$ cat src/rtl/plm_pkg.sv
// ----------------------------------------------------------------------------
// plm_pkg
// Shared types and constants of the Poisson likelihood flash matcher.
// ----------------------------------------------------------------------------
package plm_pkg;

    localparam int          CHANNELS_DEF = 32;
    localparam logic [15:0] SCALE_RESET  = 16'd4096;
    localparam logic [31:0] E_FLOOR      = 32'd66;
    localparam logic [31:0] LN2_Q32      = 32'd2977044472;
    localparam int          QUEUE_DEPTH  = 4;

    typedef struct packed {
        logic [15:0] obs;
        logic [31:0] expv;
        logic        lc;
        logic        lf;
    } entry_t;

    typedef struct packed {
        logic [24:0] total_expected;
        logic [20:0] best_total_observed;
        logic [31:0] best_score;
        logic [31:0] flash_score;
        logic        set_done;
    } result_t;

    function automatic int avg_shift(input int ch);
        int s;
        s = 0;
        for (int i = 0; i < 30; i++) begin
            if ((ch >> (s + 1)) != 0) begin
                s = s + 1;
            end
        end
        return s;
    endfunction

endpackage

$ cat src/rtl/plm_queue.sv
// ----------------------------------------------------------------------------
// plm_queue
// Short request queue between the front and back ends.
// ----------------------------------------------------------------------------
module plm_queue
    import plm_pkg::*;
(
    input  logic   aclk,
    input  logic   aresetn,
    input  logic   push,
    input  entry_t din,
    output logic   full,
    input  logic   pop,
    output logic   dvalid,
    output entry_t dout
);

    localparam int AW = $clog2(QUEUE_DEPTH);

    entry_t        mem_reg [QUEUE_DEPTH];
    logic [AW-1:0] wptr_reg;
    logic [AW-1:0] rptr_reg;
    logic [AW:0]   cnt_reg;

    assign full   = (cnt_reg == (AW+1)'(QUEUE_DEPTH));
    assign dvalid = (cnt_reg != '0);
    assign dout   = mem_reg[rptr_reg];

    always_ff @(posedge aclk) begin
        if (!aresetn) begin
            wptr_reg <= '0;
            rptr_reg <= '0;
            cnt_reg  <= '0;
        end else begin
            if (push) begin
                wptr_reg <= wptr_reg + 1'b1;
            end
            if (pop) begin
                rptr_reg <= rptr_reg + 1'b1;
            end
            if (push && !pop) begin
                cnt_reg <= cnt_reg + 1'b1;
            end else if (pop && !push) begin
                cnt_reg <= cnt_reg - 1'b1;
            end
        end
        if (push) begin
            mem_reg[wptr_reg] <= din;
        end
    end

endmodule

$ cat config.mk
export PLATFORM = sky130hd
export DESIGN_NAME = plm_queue
export DESIGN_NICKNAME = d
export VERILOG_FILES = /design/src/rtl/plm_pkg.sv /design/src/rtl/plm_queue.sv
export SDC_FILE = /design/constraint.sdc
export NUM_CORES = 1
export LEC_CHECK = 0
export BUFFER_PORTS_ARGS = -buffer_cell sky130_fd_sc_hd__buf_2
export CORE_ASPECT_RATIO = 0.8
export CORE_MARGIN = 2
export CORE_UTILIZATION = 57
export DETAILED_ROUTE_END_ITERATION = 10
export PLACE_DENSITY = 0.79
export SLEW_MARGIN = 40
export SYNTH_ARGS = -nofsm -noshare
export SYNTH_HDL_FRONTEND = slang
export SYNTH_SLANG_ARGS = --single-unit
$ cat constraint.sdc
create_clock -name aclk -period 2.65 [get_ports aclk]
set_input_delay 0.265 -clock aclk [delete_from_list [all_inputs] [get_ports aclk]]
set_output_delay 0.265 -clock aclk [all_outputs]
set_load 0.01 [all_outputs]
; ---- Word-level counts from Yosys, hierarchy flattened
; Memory sizes are Yosys's and may differ from the RTL's. A register that Yosys moved wholly into a read port is not among the register bits.
; Index checks and enable logic that the tools add are counted.
; Widths: inputs -> output; s select.
[op_classes]
addsub = 4
mux = 6
reduce_logical = 6
n_eq_ne = 1
[ops]
columns = operator, count
row1 = $mux 3, 2
row2 = $add 2x1->2 const B, 2
row3 = $mux 2, 2
row4 = $add 3x1->3 const B, 1
row5 = $eq 3x3->1 const B, 1
row6 = $reduce_bool 3->1, 1
row7 = $sub 3x1->3 const B, 1
row8 = $logic_and 1x1->1, 2
row9 = $logic_not 1->1, 2
row10 = $mux 1, 2
row11 = $reduce_bool 2->1, 1
[totals]
wordCells = 21
memories = 1
reg_bits = 7
in_bits = 54
ramBits = 200
[memory_table]
columns = memory, depth, width, rd, rd_clocked_by_memory_dff, wr, line_no
row1 = mem_reg, 4, 50, 1, 1, 1, plm_queue.sv:20  ; entry_t mem_reg [QUEUE_DEPTH];

; ---- Longest topological paths before layout
; Gate-level depths: netlist of run 1.
[depth]
depth_word = 4
mapped_depth = 7

; ---- Worst setup path before layout of run 1
; Ideal clock, no wire load.
[synth_timing]
path_type = register to register
startpoint = register wptr_reg[0]
endpoint = memory mem_reg[2][0] (netlist bit) (enable)
required_ps = 2237
stages_incl_launch_ff = 4
synth_period_minus_slack_ps = 2145
setup_slack_ps = 505
arrival_time_ps = 1733
n_path_buf = 0
path_cell_list = dfxtp_1 inv_1 ha_1 and2_1
[synth_rtl]
columns = element, line_no
row1 = from (decl), plm_queue.sv:21  ; logic [AW-1:0] wptr_reg;
row2 = from (signal assigned), plm_queue.sv:36  ; wptr_reg <= wptr_reg + 1'b1;
row3 = to (decl), plm_queue.sv:20
; Straight into the memory's write port.

==> summary.txt, run 1 <==
Timing
  • Final period util: 86.8%
  • Final-report setup violation count: 0
  • Worst hold slack after final layout: 16.1 ps
  • Clock tree skew after final layout: 4.54 ps
  • Post-layout min period: 2300 ps
  • Slew at the pin closest to its max-slew limit: 563 ps
  • Total Negative Setup Slacks: 0 ps
  • Worst max-slew margin expressed relative to the limit: a little over three fifths
  • Hold Fails Final Rpt: 0
  • Fmax: 435 MHz
  • Unrepaired setup endpoints after global routing: no
  • Number of max-slew violations in the final report: 0

Placed design
  • Port-buffer cells: about 110
  • Final weighted congestion of routability-driven global placement: 0.727
  • Post-DP HPWL: 7890 µm
  • Cell area after placement: 8460 µm²

Route
  • Average via count per standard cell: 5.46
  • Wire per inst: ~20 µm
  • Number of nets with antenna violations after detailed routing: 0
  • Number of iterations in the first detailed-routing pass: 4
  • Drt total wl: 13300 µm
  • Initial DRC Count: approximately 220
  • Total via count in the routed design: 3642
  • # DRC: 0

Setup path
  • Crit path capture type: primary output
  • Data arrival time at the worst-slack endpoint: 2040 ps
  • R2r startpoint: wptr_reg[0]$_SDFFE_PN0P_
  • Element type at the critical path start: register
  • FF-to-FF End: mem_reg[0][44]$_DFFE_PP_
  • Required arrival time at the worst endpoint: 2380 ps
  • Max Fanout on Critical Path: 27
  • Number of cells on the worst reg-to-reg path: 4
  • Worst setup path category: reg2out
  • Minimum setup slack among reg-to-reg paths: 960 ps

Synth
  • Nets in the synthesized netlist: 365
  • Average cell area after synthesis: 25.3 µm²
  • Area share of the leading cell type in the synthesized netlist: 77.8%
  • Cell accounting for the most synthesized area: sky130_fd_sc_hd__edfxtp_1
  • Top FF cell, synth: sky130_fd_sc_hd__edfxtp_1
  • Netlist cell types: 20
  • Gate count after technology mapping: 305
  • Part of the Yosys area used for sequential elements: between 80% and 90%
  • Most used standard cells in the synthesized netlist: sky130_fd_sc_hd__edfxtp_1, sky130_fd_sc_hd__mux4_2, sky130_fd_sc_hd__and2_1, sky130_fd_sc_hd__dfxtp_1
  • Leading cell type by number of instances after synthesis: sky130_fd_sc_hd__edfxtp_1
  • Flops & latches, synth: 209
  • Post-synthesis instance area: ~7700 µm²
  • Count of flip-flops with a built-in enable after synthesis: 200
  • Dominant cells by area after synthesis: sky130_fd_sc_hd__edfxtp_1, sky130_fd_sc_hd__mux4_2, sky130_fd_sc_hd__dfxtp_1
  • Synth async-reset ratio: 0%
  • Synth Warn #: 0

Layout
  • Final net count: 534
  • Fillers: 851
  • Flip-flop count of the largest register after layout: 200
  • Area of the multi-input gates: 1380 µm²
  • Share of cells above drive strength 1: 40.2%
  • Footprint of the flip-flops and latches: 6190 µm²
  • Count of antenna diodes in the layout: 0
  • Synth-to-Final Area Change: 23.1%
  • Final design instance area without fill: roughly 9500 µm²

Clock network
  • Insertion delay to the later sink of the worst-skew pair: ~480 ps
  • Maximum clock path buffer count: 3
  • Post-CTS Resized: 0
  • CTS Buf Count: 20
  • Root Buffer: sky130_fd_sc_hd__clkbuf_16
  • Post-CTS setup buffer count: 0
  • Clock transition at the registers of the reported paths: 60 ps
  • H-Tree Depth: 1
  • CTS Sinks: 209
  • CTS tree: yes

Global routing
  • Global-route total usage across every layer: 19.2%
  • Via count of the first global-routing pass: slightly below 4000
  • Maximum number of pins on one net before global-route repair: 51
  • Overflow left after global routing: 0
  • Global-route wire length before repair: 20800 µm
  • Antenna violations before repair: 0

Worst hold path
  • HP Class: in2reg
  • Hold path startpoint: din[25]
  • Worst hold path cell count: 1
  • Worst Hold End: mem_reg[3][25]$_DFFE_PP_

Power and ir drop
  • Pwr per Cell Area: between 700 and 800 nW/µm²
  • Maximum resistive drop on vdd: 735 µV
  • Leak Pwr: 0.00327 µW

Floorplan
  • Boundary Pins: 106
  • Area inside the core boundary: about 13000 µm²
  • Starting Density: a little under three fifths
  • FP Rows: 38
  • Overall die width: 134 µm
  • Die extent in y: 108 µm
  • Die ar.: 14500 µm²

Run
  • Max Cap Violations: 0

Status
  • Result of the run: finished, final reports clean
==> through the flow <==
step                worst slack (ps)  power [µW]  instances  util [%]
floorplan                        505        4350        305         -
global placement                 824        4600        587      63.1
detailed placement               795        4630        587      63.1
CTS                              281        7260        666      70.8
global route                     208        7440        667      70.9
finish                           349        7170        667      70.9
==> report_power, final <==
group | total (µW) | leakage (µW) | internal [µW] | switching (µW)
registers | 3840 | 0.00191 | 3790 | 45.2
logic | 759 | 0.00107 | 378 | 381
clock network | 2580 | 0.000293 | 1480 | 1090
total | 7170 | 0.00327 | 5650 | 1520
==> cells by family (layout without fill, tap and decap cells) <==
family / after synthesis / count (layout) / synth area share [%]
DFF: 209 / 209 / 80.1
muxes: 52 / 52 / 14.8
buffers and inverters: 16 / 198 / 2.01
and+or+nand+nor: 15 / 15 / 1.20
adders and majority gates: 6 / 6 / 1.07
xor gates and xnor gates: 5 / 5 / 0.567
AOI/OAI and AO/OA: 2 / 2 / 0.162
==> worst max path at each step <==
stage | start | end | slack [ps] | cells past startpoint
2_1_floorplan | wptr_reg[0]$_SDFFE_PN0P_ | mem_reg[2][0]$_DFFE_PP_ | 500 | 3
3_3_place_gp | register | dout[1] | 820 | 3
3_5_place_dp | register | dout[1] | 790 | 3
4_1_cts | register | dout[1] | 280 | 3
5_1_grt | register | dout[1] | 210 | 3
6_report | register | dout[1] | 350 | 3
==> placed cells by master, fill, tap and decap left out, types with 5 or more instances in the layout <==
cell and instances:
sky130_fd_sc_hd__edfxtp_1 200, sky130_fd_sc_hd__buf_4 5, sky130_fd_sc_hd__clkbuf_16 21, sky130_fd_sc_hd__ha_1 5, sky130_fd_sc_hd__dfxtp_1 7, sky130_fd_sc_hd__and2_1 5, sky130_fd_sc_hd__dlygate4sd3_1 45, sky130_fd_sc_hd__mux4_2 50
sky130_fd_sc_hd__buf_2 105, sky130_fd_sc_hd__clkbuf_1 8
==> cell type report <==
class	count	share of cell area, %
multi-input cells	80	14.6
repair buffers	159	11.5
flip-flops and latches	209	65.2
inverters	4	0.158
clock buffers	30	5.99
well taps	180	2.37
clock inverters	5	0.250
==> critical path, cell delays in order (launching register included) <==
cell and delay (ps):
sky130_fd_sc_hd__dfxtp_4 340, sky130_fd_sc_hd__buf_4 460, sky130_fd_sc_hd__mux4_2 590, sky130_fd_sc_hd__buf_2 160
==> layer usage <==
layer | vias up | wire length (µm) | track usage, % | part of all wire [%]
li1 | 1622 | - | - | -
met1 | 1879 | 5430 | 25.9 | 41
met2 | 124 | 6620 | 32.1 | 50
met3 | 17 | 1020 | 5.44 | 7.7
met4 | 0 | 202 | 3.91 | 1.5
met5 | - | 0 | 0 | 0
==> timing repair <==
action | CTS | global route
hold buffers | 44 | 1
hold endpoints to repair | 174 | 4
setup endpoints to repair | 0 | 0
(Power assumes the default switching activity.)
==> run 2: changes to the inputs <==
--- a/config.mk
+++ b/config.mk
@@ -10,6 +10,7 @@
 export CORE_MARGIN = 2
 export CORE_UTILIZATION = 57
 export DETAILED_ROUTE_END_ITERATION = 10
+export HOLD_SLACK_MARGIN = 0.1
 export PLACE_DENSITY = 0.79
 export SLEW_MARGIN = 40
 export SYNTH_ARGS = -nofsm -noshare
==> run 2 against run 1 <==
Against the previous run:
- clock-buffer cell count unchanged
- register-to-register slack got worse by 20 ps
- clock skew increased by 0.98 ps
- maximum frequency about the same
- sequential share of layout area decreased by 0.41 points
- core utilization increased by 0.45 points
- hold slack improved by 160 ps
- wire length increased by 1.6%
- critical path depth unchanged
==> summary.txt, run 2 (synthesis results as in run 1) <==
Status
  • Result of the run: finished, final reports clean

Setup path
  • Category of cells accounting for the largest share of critical-path delay: buffers and inverters
  • Instance count on the critical path: 3
  • Worst setup path category: reg2out
  • Crit path capture type: primary output
  • Max Fanout on Critical Path: 27
  • FF-to-FF End: mem_reg[0][41]$_DFFE_PP_
  • R2r startpoint: wptr_reg[0]$_SDFFE_PN0P_
  • Crit-path slowest cell: sky130_fd_sc_hd__mux4_2
  • Number of cells on the worst reg-to-reg path: 4
  • Element type at the critical path start: register
  • Required arrival time at the worst endpoint: 2380 ps
  • Slowest Stage Delay on Critical Path: approximately 600 ps
  • Buf+Inv Stages, Crit Path: 2
  • End point of the critical path: dout[1]
  • Cell Chain, Critical Path: buf_4 -> mux4_2 -> buf_2
  • Minimum setup slack among reg-to-reg paths: 940 ps
  • Data arrival time at the worst-slack endpoint: 2040 ps

Floorplan
  • Starting Density: 57.6%
  • Die extent in y: 108 µm
  • FP Rows: 38
  • Area inside the core boundary: 13400 µm²
  • Boundary Pins: 106
  • Die ar.: around 14000 µm²
  • Overall die width: 134 µm

Global routing
  • Maximum number of pins on one net before global-route repair: 51
  • Overflow left after global routing: 0
  • Global-route total usage across every layer: 19.4%
  • Global-route wire length before repair: 21000 µm
  • Via count of the first global-routing pass: 3890
  • Antenna violations before repair: 0

Timing
  • Final period util: 86.8%
  • Fmax: 435 MHz
  • Total Negative Setup Slacks: 0 ps
  • Post-layout min period: 2300 ps
  • Number of max-slew violations in the final report: 0
  • Clock tree skew after final layout: 5.52 ps
  • Hold Fails Final Rpt: 0
  • Slew at the pin closest to its max-slew limit: 568 ps
  • Worst max-slew margin expressed relative to the limit: 62.1%
  • Worst hold slack after final layout: approximately 180 ps
  • Final-report setup violation count: 0
  • Unrepaired setup endpoints after global routing: no

Worst hold path
  • HP Class: in2reg

Power and ir drop
  • Power spent charging and discharging nets: between 1500 and 2000 µW
  • Sw Share: about a fifth
  • Combinational share of power: between 10% and 20%
  • Clock share of power: approximately 36%
  • Pwr per Cell Area: about 750 nW/µm²
  • Cell-internal power: 5660 µW
  • Leak Pwr: roughly 0.0033 µW
  • Sequential share of power: 53.4%
  • Maximum resistive drop on vdd: between 600 and 700 µV

Route
  • Drt total wl: around 13000 µm
  • Total via count in the routed design: about 3700
  • # DRC: 0
  • Initial DRC Count: 212
  • Wire per inst: 20.0 µm
  • Number of iterations in the first detailed-routing pass: 4
  • Number of nets with antenna violations after detailed routing: 0
  • Average via count per standard cell: 5.45

Layout
  • Count of antenna diodes in the layout: 0
  • Flip-flop count of the largest register after layout: 200
  • Most common library cell in the layout ignoring fill and taps: sky130_fd_sc_hd__edfxtp_1
  • Share of cells above drive strength 1: 39.8%
  • Final net count: 540
  • Commonest non-fill, non-tap cells in the layout: sky130_fd_sc_hd__edfxtp_1, sky130_fd_sc_hd__buf_2, sky130_fd_sc_hd__dlygate4sd3_1
  • Utilization of the core after routing: 71.3%
  • Synth-to-Final Area Change: 23.9%

Clock network
  • Insertion delay to the later sink of the worst-skew pair: roughly 480 ps
  • H-Tree Depth: 1
  • Clock transition at the registers of the reported paths: 60 ps
  • CTS tree: yes
  • CTS Sinks: 209
  • Post-CTS setup buffer count: 0
  • CTS Buf Count: 20
  • Root Buffer: sky130_fd_sc_hd__clkbuf_16
  • Maximum clock path buffer count: 3

Run
  • Max Cap Violations: 0

Placed design
  • Port-buffer cells: 105
  • Final weighted congestion of routability-driven global placement: between 0.7 and 0.8
  • Post-DP HPWL: 7890 µm
## run 2: cell count changes in the layout (fill, tap and decap cells not counted)
cell	previous run	this run
sky130_fd_sc_hd__dlygate4sd3_1	45	51
## run 2: power groups by stage
| stage | registers, µW | logic [µW] | clock network [µW] |
|---|---|---|---|
| 3_3_place_gp | 3890 | 703 | 0 |
| 5_1_grt | 3850 | 836 | 2770 |
| 4_1_cts | 3840 | 786 | 2640 |
| 2_1_floorplan | 3900 | 459 | 0 |
| 6_report | 3840 | 768 | 2580 |
| 3_5_place_dp | 3910 | 725 | 0 |
## run 2: cell type report
cell class	instances	area, µm²
multi-input cells	80	1380
repair buffers	165	1150
clock buffers	30	569
fillers	835	3850
flip-flops and latches	209	6190
well taps	180	225
clock inverters	5	23.8
inverters	4	15.0
## run 2: per-layer routing
metal / part of all wire (%) / global-route usage (%) / vias up
li1: - / - / 1637
met1: 41 / 26.4 / 1879
met2: 50 / 32.1 / 130
met3: 7.6 / 5.06 / 19
met4: 1.9 / 4.66 / 0
met5: 0 / 0 / -
## run 2: per-stage QoR
| stage | instance area [µm²] | power, µW | setup WS [ps] | std cells |
|---|---|---|---|---|
| 2_1_floorplan | 7720 | 4350 | 505 | 305 |
| 3_3_place_gp | 8460 | 4600 | 824 | 587 |
| 3_5_place_dp | 8460 | 4630 | 795 | 587 |
| 4_1_cts | 9560 | 7260 | 281 | 673 |
| 5_1_grt | 9560 | 7450 | 204 | 673 |
| 6_report | 9560 | 7180 | 350 | 673 |
## run 2: worst min-delay path by stage
| stage | start | end | slack [ps] | cells after the start |
|---|---|---|---|---|
| floorplan | din[0] | mem_reg[0][0]$_DFFE_PP_ | 360 | 0 |
| CTS | push | wptr_reg[1]$_SDFFE_PN0P_ | 140 | 3 |
| global route | pop | rptr_reg[0]$_SDFFE_PN0P_ | 180 | 3 |
| finish | push | wptr_reg[1]$_SDFFE_PN0P_ | 180 | 3 |
| global placement | din[22] | mem_reg[1][22]$_DFFE_PP_ | 470 | 1 |
| detailed placement | din[35] | mem_reg[2][35]$_DFFE_PP_ | 480 | 1 |
## run 2: tightest hold or removal path, delay by kind of cell
family	cells	cell delay, ps
simple gates	1	100
mux	1	100
buf+inv	1	160
## run 2: repair_timing
action / CTS / global route
gates resized for setup: 0 / 0
hold buffers: 51 / 0
endpoints found under the setup margin: 0 / 0
endpoints found under the hold margin: 207 / 0
==> run 3: changes to the inputs <==
--- a/config.mk
+++ b/config.mk
@@ -6,12 +6,12 @@
 export NUM_CORES = 1
 export LEC_CHECK = 0
 export BUFFER_PORTS_ARGS = -buffer_cell sky130_fd_sc_hd__buf_2
-export CORE_ASPECT_RATIO = 0.8
+export CORE_ASPECT_RATIO = 1.1
 export CORE_MARGIN = 2
-export CORE_UTILIZATION = 57
+export CORE_UTILIZATION = 40
 export DETAILED_ROUTE_END_ITERATION = 10
 export HOLD_SLACK_MARGIN = 0.1
-export PLACE_DENSITY = 0.79
+export RECOVER_POWER = 25
 export SLEW_MARGIN = 40
 export SYNTH_ARGS = -nofsm -noshare
 export SYNTH_HDL_FRONTEND = slang
==> run 3 against run 2 <==
Against the previous run:
- wire length up 1.4%
- first-iteration DRC count down 1.9%
- via count down 0.82%
- total power up 4.9%
- clock skew up 3.2 ps
- cell area up 1.4%
- maximum frequency down 0.71%
- non-clock buffer count up 2
- critical endpoint is now dout[15]
==> summary.txt, run 3 (synthesis results as in run 1) <==
Status
  • Result of the run: finished, final reports clean

Timing
  • Number of max-slew violations in the final report: 0
  • Total Negative Setup Slacks: 0 ps
  • Slew at the pin closest to its max-slew limit: ~490 ps
  • Hold Fails Final Rpt: 0
  • Final period util: 87.4%
  • Worst hold slack after final layout: 167 ps
  • Clock tree skew after final layout: a little under 9 ps
  • Worst max-slew margin expressed relative to the limit: 67.3%
  • Worst setup slack after layout: 333 ps
  • Post-layout min period: 2320 ps
  • Fmax: roughly 430 MHz
  • Final-report setup violation count: 0
  • Unrepaired setup endpoints after global routing: no

Setup path
  • Crit path capture type: primary output
  • Cell Chain, Critical Path: buf_12 -> mux4_2 -> buf_2
  • Buf+Inv Stages, Crit Path: 2
  • Category of cells accounting for the largest share of critical-path delay: multiplexers
  • Max Fanout on Critical Path: 28
  • Required arrival time at the worst endpoint: 2380 ps
  • Crit-path slowest cell: sky130_fd_sc_hd__mux4_2
  • Worst setup path category: reg2out
  • Slowest Stage Delay on Critical Path: 560 ps
  • Element type at the critical path start: register
  • Data arrival time at the worst-slack endpoint: 2050 ps

Layout
  • Synth-to-Final Area Change: 25.6%
  • Flip-flop count of the largest register after layout: 200
  • Most common library cell in the layout ignoring fill and taps: sky130_fd_sc_hd__edfxtp_1
  • Fillers: 1550
  • Post-route insts no fill: 743
  • Count of antenna diodes in the layout: 0
  • Commonest non-fill, non-tap cells in the layout: sky130_fd_sc_hd__edfxtp_1, sky130_fd_sc_hd__buf_2, sky130_fd_sc_hd__dlygate4sd3_1
  • Share of cells above drive strength 1: a little over a third
  • Final net count: 543

Global routing
  • Via count of the first global-routing pass: 3974
  • Global-route total usage across every layer: 13.7%
  • Antenna violations before repair: 0
  • Maximum number of pins on one net before global-route repair: 51
  • Global-route wire length before repair: 21200 µm
  • Routing layer with the top usage in global route: met2
  • Global-route met3 utilization: 2.47%
  • Overflow left after global routing: 0
  • Grt met1 use: between 10% and 20%
  • Met2 track demand over resource in global routing: roughly 23%

Power and ir drop
  • Pwr per Cell Area: around 780 nW/µm²
  • Combinational share of power: between 10% and 20%
  • Sw Share: 20.7%
  • Cell-internal power: 5970 µW
  • Total power draw: roughly 7500 µW
  • Maximum resistive drop on vdd: ~400 µV
  • Leak Pwr: 0.00326 µW
  • Power spent charging and discharging nets: 1560 µW
  • Sequential share of power: 51.1%
  • Clock share of power: 38.9%

Placed design
  • Final weighted congestion of routability-driven global placement: 0.697
  • DP Cell Count: 656
  • Port-buffer cells: 105
  • Post-DP HPWL: slightly above 8000 µm
  • Setup Slack @ Placement: 760 ps

Clock network
  • CTS tree: yes
  • Maximum clock path buffer count: 3
  • Insertion delay to the later sink of the worst-skew pair: 480 ps
  • CTS Sinks: 209
  • H-Tree Depth: 1
  • Clock transition at the registers of the reported paths: 60 ps
  • CTS Buf Count: 21
  • Post-CTS setup buffer count: 0
  • Root Buffer: sky130_fd_sc_hd__clkbuf_16

Route
  • Wire per inst: 18.4 µm
  • Total via count in the routed design: 3635
  • Initial DRC Count: roughly 210
  • Number of iterations in the first detailed-routing pass: 6
  • # DRC: 0
  • Drt total wl: between 10000 and 15000 µm
  • Number of nets with antenna violations after detailed routing: 0
  • Average via count per standard cell: 4.89

Run
  • Max Cap Violations: 0

Floorplan
  • Overall die width: 136 µm
  • Starting Density: 40.6%
  • Die extent in y: approximately 150 µm
  • Area inside the core boundary: 19000 µm²
  • Boundary Pins: 106
  • FP Rows: 53
  • Die ar.: 20400 µm²

Worst hold path
  • HP Class: in2reg
-- run 3: cell types whose count changed in the layout (fill, tap and decap cells not counted) --
| cell | change |
|---|---|
| sky130_fd_sc_hd__buf_2 | -30 |
| sky130_fd_sc_hd__clkbuf_1 | +26 |
| sky130_fd_sc_hd__buf_4 | +4 |
| sky130_fd_sc_hd__bufinv_16 | +3 |
| sky130_fd_sc_hd__clkinvlp_4 | +3 |
| sky130_fd_sc_hd__buf_12 | -2 |
| sky130_fd_sc_hd__clkinv_2 | -2 |
| sky130_fd_sc_hd__clkbuf_8 | +1 |
-- run 3: what timing repair did --
action,4_1_cts,5_1_grt
hold buffers,51,0
endpoints found under the hold margin,209,0
gates resized for setup,0,0
-- run 3: power by group through the flow --
stage / Sequential (µW) / Clock, µW / Combinational, µW
2_1_floorplan: 3900 / 0 / 459
6_report: 3850 / 2930 / 755
3_3_place_gp: 3910 / 0 / 706
5_1_grt: 3860 / 3120 / 828
4_1_cts: 3850 / 3000 / 782
3_5_place_dp: 3920 / 0 / 719
-- run 3: through the flow --
step                util (%)  area, µm²
global placement        44.8       8530
detailed placement      44.8       8530
floorplan                  -       7720
global route            51.0       9700
finish                  51.0       9700
CTS                     51.2       9740
-- run 3: layout make-up --
cell class	instances	area, µm²	area share, %
Multi-Input combinational cell	80	1380	14.3
Clock buffer	27	568	5.86
Sequential cell	209	6190	63.8
Clock inverter	9	126	1.30
Tap cell	247	309	3.19
Timing Repair Buffer	167	1110	11.4
Inverter	4	15.0	0.155
-- run 3: tightest hold or removal path, cell delays in order --
cell,delay (ps)
sky130_fd_sc_hd__buf_2,120
sky130_fd_sc_hd__xor2_1,80
sky130_fd_sc_hd__and2_1,140
-- run 3: final timing paths --
| check | start | to | slack [ps] | cells after the start |
|---|---|---|---|---|
| setup reg to reg | cnt_reg[0]$_SDFFE_PN0P_ | cnt_reg[2]$_SDFFE_PN0P_ | 1040 | 4 |
| setup / recovery | register | dout[15] | 330 | 3 |
| hold / removal | pop | register | 170 | 3 |
| hold reg to reg | cnt_reg[2]$_SDFFE_PN0P_ | cnt_reg[2]$_SDFFE_PN0P_ | 560 | 2 |
-- run 3: per-layer routing --
metal	share of wire (%)	wire, µm
met1	43	5930
met2	50	6800
met3	4.8	658
met4	2.1	286
met5	0	0
